**src/design/mtbm_pkg.sv**
```systemverilog
// ----------------------------------------------------------------------------
// mtbm_pkg: shared types and constants
// Request and result layouts, ring geometry and controller states for the
// multi-tier bucket store.
// ----------------------------------------------------------------------------
`default_nettype none

package mtbm_pkg;

  localparam int unsigned TIER0_SLOTS = 288;
  localparam int unsigned TIER1_SLOTS = 336;
  localparam int unsigned TIER2_SLOTS = 360;
  localparam int unsigned TIER3_SLOTS = 372;
  localparam int unsigned TOTAL_SLOTS = TIER0_SLOTS + TIER1_SLOTS + TIER2_SLOTS + TIER3_SLOTS;
  localparam int unsigned ADDR_W      = $clog2(TOTAL_SLOTS);
  localparam int unsigned SLOT_W      = 9;
  localparam int unsigned DIVN_W      = 48;
  localparam int unsigned DIVD_W      = 32;

  localparam logic [1:0] REQ_ADD  = 2'd0;
  localparam logic [1:0] REQ_SUM  = 2'd1;
  localparam logic [1:0] REQ_READ = 2'd2;

  localparam logic [2:0] CFG_TIER0  = 3'd0;
  localparam logic [2:0] CFG_TIER1  = 3'd1;
  localparam logic [2:0] CFG_TIER2  = 3'd2;
  localparam logic [2:0] CFG_TIER3  = 3'd3;
  localparam logic [2:0] CFG_WINDOW = 3'd4;

  typedef struct packed {
    logic [1:0]  req_type;
    logic [31:0] epoch;
    logic [15:0] co2_ppm;
    logic [1:0]  tier;
    logic [8:0]  entry_index;
  } req_t;

  typedef struct packed {
    logic        valid_res;
    logic [31:0] bucket_start;
    logic [15:0] avg_ppm;
    logic [15:0] min_ppm;
    logic [15:0] max_ppm;
    logic [15:0] sample_count;
  } res_t;

  typedef enum logic [4:0] {
    ST_IDLE,
    ST_A_DL,
    ST_A_DW,
    ST_A_RD,
    ST_A_CMP,
    ST_A_MUL,
    ST_A_UDL,
    ST_A_UDW,
    ST_A_NEW,
    ST_S_INIT,
    ST_S_RD,
    ST_S_CHK,
    ST_S_ACC,
    ST_S_DL,
    ST_S_DW,
    ST_R_RD,
    ST_R_OUT
  } state_e;

  function automatic logic [SLOT_W-1:0] slots_of(input logic [1:0] t);
    logic [SLOT_W-1:0] s;
    unique case (t)
      2'd0:    s = SLOT_W'(TIER0_SLOTS);
      2'd1:    s = SLOT_W'(TIER1_SLOTS);
      2'd2:    s = SLOT_W'(TIER2_SLOTS);
      default: s = SLOT_W'(TIER3_SLOTS);
    endcase
    return s;
  endfunction

  function automatic logic [ADDR_W-1:0] base_of(input logic [1:0] t);
    logic [ADDR_W-1:0] b;
    unique case (t)
      2'd0:    b = '0;
      2'd1:    b = ADDR_W'(TIER0_SLOTS);
      2'd2:    b = ADDR_W'(TIER0_SLOTS + TIER1_SLOTS);
      default: b = ADDR_W'(TIER0_SLOTS + TIER1_SLOTS + TIER2_SLOTS);
    endcase
    return b;
  endfunction

endpackage

`default_nettype wire

```
**src/design/mtbm_div.sv**
```systemverilog
// ----------------------------------------------------------------------------
// mtbm_div: shared restoring divider
// Produces one quotient bit per cycle; done pulses when quotient and
// remainder are ready.
// ----------------------------------------------------------------------------
`default_nettype none

module mtbm_div
  import mtbm_pkg::*;
(
  input  wire logic              clk_i,
  input  wire logic              rst_ni,
  input  wire logic              start_i,
  input  wire logic [DIVN_W-1:0] dividend_i,
  input  wire logic [DIVD_W-1:0] divisor_i,
  output logic                   done_o,
  output logic [DIVN_W-1:0]      quot_o,
  output logic [DIVD_W-1:0]      rem_o
);

  localparam int unsigned CNT_W = $clog2(DIVN_W + 1);

  logic              busy_q, busy_d;
  logic              done_q, done_d;
  logic [CNT_W-1:0]  cnt_q, cnt_d;
  logic [DIVN_W-1:0] quo_q, quo_d;
  logic [DIVD_W-1:0] rem_q, rem_d;
  logic [DIVD_W-1:0] dvs_q, dvs_d;
  logic [DIVD_W:0]   shifted;
  logic [DIVD_W:0]   diff;

  always_comb begin
    shifted = {rem_q, quo_q[DIVN_W-1]};
    diff    = shifted - {1'b0, dvs_q};
    busy_d  = busy_q;
    done_d  = 1'b0;
    cnt_d   = cnt_q;
    quo_d   = quo_q;
    rem_d   = rem_q;
    dvs_d   = dvs_q;
    if (start_i) begin
      busy_d = 1'b1;
      cnt_d  = '0;
      quo_d  = dividend_i;
      rem_d  = '0;
      dvs_d  = divisor_i;
    end else if (busy_q) begin
      if (!diff[DIVD_W]) begin
        rem_d = diff[DIVD_W-1:0];
        quo_d = {quo_q[DIVN_W-2:0], 1'b1};
      end else begin
        rem_d = shifted[DIVD_W-1:0];
        quo_d = {quo_q[DIVN_W-2:0], 1'b0};
      end
      cnt_d = cnt_q + 1'b1;
      if (cnt_q == CNT_W'(DIVN_W - 1)) begin
        busy_d = 1'b0;
        done_d = 1'b1;
      end
    end
  end

  always_ff @(posedge clk_i or negedge rst_ni) begin
    if (!rst_ni) begin
      busy_q <= 1'b0;
      done_q <= 1'b0;
      cnt_q  <= '0;
    end else begin
      busy_q <= busy_d;
      done_q <= done_d;
      cnt_q  <= cnt_d;
    end
  end

  always_ff @(posedge clk_i) begin
    quo_q <= quo_d;
    rem_q <= rem_d;
    dvs_q <= dvs_d;
  end

  assign done_o = done_q;
  assign quot_o = quo_q;
  assign rem_o  = rem_q;

endmodule

`default_nettype wire
```
**config.mk**
```make
export PLATFORM = sky130hd
export DESIGN_NAME = mtbm_div
export DESIGN_NICKNAME = d
export VERILOG_FILES = /design/src/design/mtbm_pkg.sv /design/src/design/mtbm_div.sv
export SDC_FILE = /design/constraint.sdc
export NUM_CORES = 1
export LEC_CHECK = 0
export BUFFER_PORTS_ARGS = -buffer_cell sky130_fd_sc_hd__buf_4
export CORE_MARGIN = 2
export CORE_UTILIZATION = 35
export DETAILED_ROUTE_END_ITERATION = 7
export SYNTH_ARGS = -nofsm -noshare
export SYNTH_HDL_FRONTEND = slang
export SYNTH_SLANG_ARGS = --single-unit
```
**constraint.sdc**
```tcl
create_clock -name clk_i -period 3.2 [get_ports clk_i]
set_input_delay 0.48 -clock clk_i [delete_from_list [all_inputs] [get_ports clk_i]]
set_output_delay 0.48 -clock clk_i [all_outputs]
set_load 0.02 [all_outputs]
```
==> results.yml <==
synth:
  seq_area_frac_synth_pct: 48.01
  synthesis.nets: 770
  ys_types: 52
  ys_async_sr_fraction_pct: 6.667
  synthCells: 653
  synth_edf_count: 80
  synth_ff_type: "edfxtp_1"
  ys_ff_latch: 120
  syn-cell-area_mm2: 0.006755
  postSynthAreaPerCell_um2: 10.34
  ys_warn_count: 0
critical_path:
  crit_type: "reg -> reg"
  rr_worst_depth: 11
  setup.worst_path.start_class: "flop"
  slowest_stage: "ha_1"
  critPathArrivalTime_ns: 3.40
  slowest_delay_ns: 0.39
  worstPathCellList: "ha_1 > or2_2 > and4b_1 > o2111ai_1 > a2111o_1 > a31oi_1 > buf_4 > a211oi_1 > mux2i_1 > a21oi_1 > a2111oi_2"
  worstPathBufferInverterCount: 1
  endpoint_kind: "flop"
  worst-path-max-fanout: 5
  path_delay_family: "compound AO/OA/AOI/OAI gates"
  worstPathRequired_ns: 3.53
  crit_cells: 11
placed_design:
  hpwlAfterDp_mm: 12.06
  placed_area_mm2: 0.008290
  place_congestion: 0.8420
  numPlacedInstances: 1055
  port_buffers: 163
clock_tree:
  clockBufferDepth: 2
  cts.sinks: 120
  clk_latency_ns: 0.43
  tritoncts: "yes"
  htreeDepth: 4
  cts_made_buffers: 17
  clk_pin_slew_ns: 0.07
  cts_root_buffer: "clkbuf_16"
  post_cts_buffers: 0
grt:
  groute.usage.overall_pct: 16.54
  grt_antenna_before_repair: 0
  grt_pass1_vias: 5342
  grt_max_degree: 61
  grt_pass1_wl_mm: 26.61
  grt-ovfl-total: 0
status:
  status: "completed"
layout:
  instances_no_fill: 1088
  diodes: 0
  multi_input_area_mm2: 0.003211
  final-seq-area_mm2: 0.003244
  fin_area_mm2: 0.008904
  num-fill-cells: 1808
  final_cell_mix: "buf_4 (180), edfxtp_1 (80), nand2_1 (73)"
  final_common_cell: "buf_4"
  drive_above_1_share_pct: 33.82
  syn2layout_area_growth_pct: 31.80
  nets: 932
pwr:
  power_density_mw_per_mm2: 798.6
  p_leak_nw: 3.840
  ir_worst_vdd_uv: 447.5
detailed_routing:
  routedWlPerCell_um: 15.25
  drc: 0
  wl_met2_mm: 7.814
  dr.first_iter.drc_count: 263
  met1_length_mm: 7.494
  first_pass_iters: 4
  routed.top_layer: "met4"
  via_count: 5431
  wl_met3_mm: 1.151
  ant_nets: 0
  drt_wl_total_mm: 16.59
  viasPerCell: 4.992
sta:
  finalMaxSlewViolations: 0
  hold_viol_final: 0
  fin_worst_skew_ns: 0.01282
  worst-slew-pin-transition_ns: 0.7710
  period_needed_ns: 3.070
  max_slew_margin_pct: 48.60
  fin_setup_tns_ns: 0
  hold_ws_ns: 0.2185
  rsz0062_at_grt: "yes"
  fin_crit_sh_pct: 95.92
  clock.fmax_ghz: 0.3258
  setup_viol: 0
die:
  die_y_um: 142.9
  die-area_mm2: 0.02043
  io_pins: 164
  rows: 50
  die_w_um: 142.9
  core-area_mm2: 0.01883
  start_util_pct: 35.87
job:
  drv_cap: 0
worst_hold_path:
  hp-class: "in -> reg"
  hold_path_depth: 1
[metrics by stage]
| step | total power, W | worst slack [ns] | util, % |
|---|---|---|---|
| after global placement | 0.005163 | 0.1512 | 44.03 |
| after floorplan | 0.004198 | 0.2795 | - |
| after detailed placement | 0.005171 | 0.1196 | 44.03 |
| after global routing | 0.007570 | -0.03060 | 47.28 |
| final | 0.007110 | 0.1305 | 47.28 |
| after CTS | 0.007172 | 0.09623 | 47.26 |
[sequential cells by signal (all words and copies together), names as in the netlist]
| signal | count |
|---|---|
| rem_o | 32 |
| cnt_q | 6 |
| dvs_q | 32 |
| busy_q | 1 |
| quot_o | 48 |
| done_o | 1 |
[timing repair]
item                                    4_1_cts  5_1_grt
hold endpoints to repair                      8        0
resized for setup                             0        1
hold buffers                                  1        0
endpoints found under the setup margin        0       25
[synthesized netlist by cell type (12+ instances only)]
library cell | count | area, um2
nand2b_1 | 14 | 87.58
ha_1 | 33 | 412.9
mux2_2 | 49 | 551.8
xor2_1 | 15 | 131.4
inv_1 | 38 | 142.6
nand2_1 | 73 | 274.0
clkbuf_1 | 33 | 123.9
nor2_1 | 53 | 198.9
dfxtp_1 | 32 | 640.6
edfxtp_1 | 80 | 2402
nand3_1 | 12 | 60.06
o21ai_0 | 24 | 120.1
xnor2_1 | 14 | 122.6
a21oi_1 | 45 | 225.2
a311oi_1 | 14 | 122.6
[path summary, 6_finish.rpt]
kind                            slack, ns        end          start
worst max-delay path                 0.13  rem_o[31]       rem_o[5]
worst min-delay path                 0.22  dvs_q[12]  divisor_i[12]
worst max register to register       0.13  rem_o[31]       rem_o[5]
worst min register to register       0.51  rem_o[23]      rem_o[23]
max in group asynchronous            2.64     busy_q         rst_ni
min in group asynchronous            0.42   cnt_q[2]         rst_ni
[per-layer routing]
layer | global-route usage [%] | vias up
met1 | 21.38 | 2561
met5 | 0 | -
met2 | 26.32 | 150
li1 | - | 2706
met4 | 4.013 | 0
met3 | 6.103 | 14
[kinds of logic after synthesis]
kind of cell	Yosys count	share of synthesized area [%]
buffers and inverters	77	4.519
XOR/XNOR	31	4.408
multiplexers	53	8.761
AO/OA/AOI/OAI	149	15.30
flip-flops	120	48.01
AND/OR/NAND/NOR	189	12.59
adder cells (fa/ha/maj)	34	6.409
[worst reg2reg max path, delay by kind of cell, from the launching register on]
family	cells	cell delay, ns
flip-flops	1	0.35
AND/OR/NAND/NOR	2	0.55
buffers and inverters	1	0.17
adder cells (fa/ha/maj)	1	0.39
multiplexers	1	0.29
AO/OA/AOI/OAI	6	1.24
[final cells by class]
type / instances / area share, %
Inverter: 38 / 1.602
Clock inverter: 15 / 1.953
Multi-Input combinational cell: 456 / 36.06
Clock buffer: 17 / 4.778
Sequential cell: 120 / 36.44
Tap cell: 260 / 3.654
Timing Repair Buffer: 182 / 15.51
[where the power goes]
| group | switching (W) | leakage [nW] | internal (W) |
|---|---|---|---|
| Clock | 0.000840 | 0.294 | 0.00112 |
| Sequential | 0.000256 | 1.19 | 0.00194 |
| Combinational | 0.00166 | 2.36 | 0.00129 |
| Total | 0.00276 | 3.84 | 0.00435 |
Note: power is estimated with default switching activity, not from simulation.
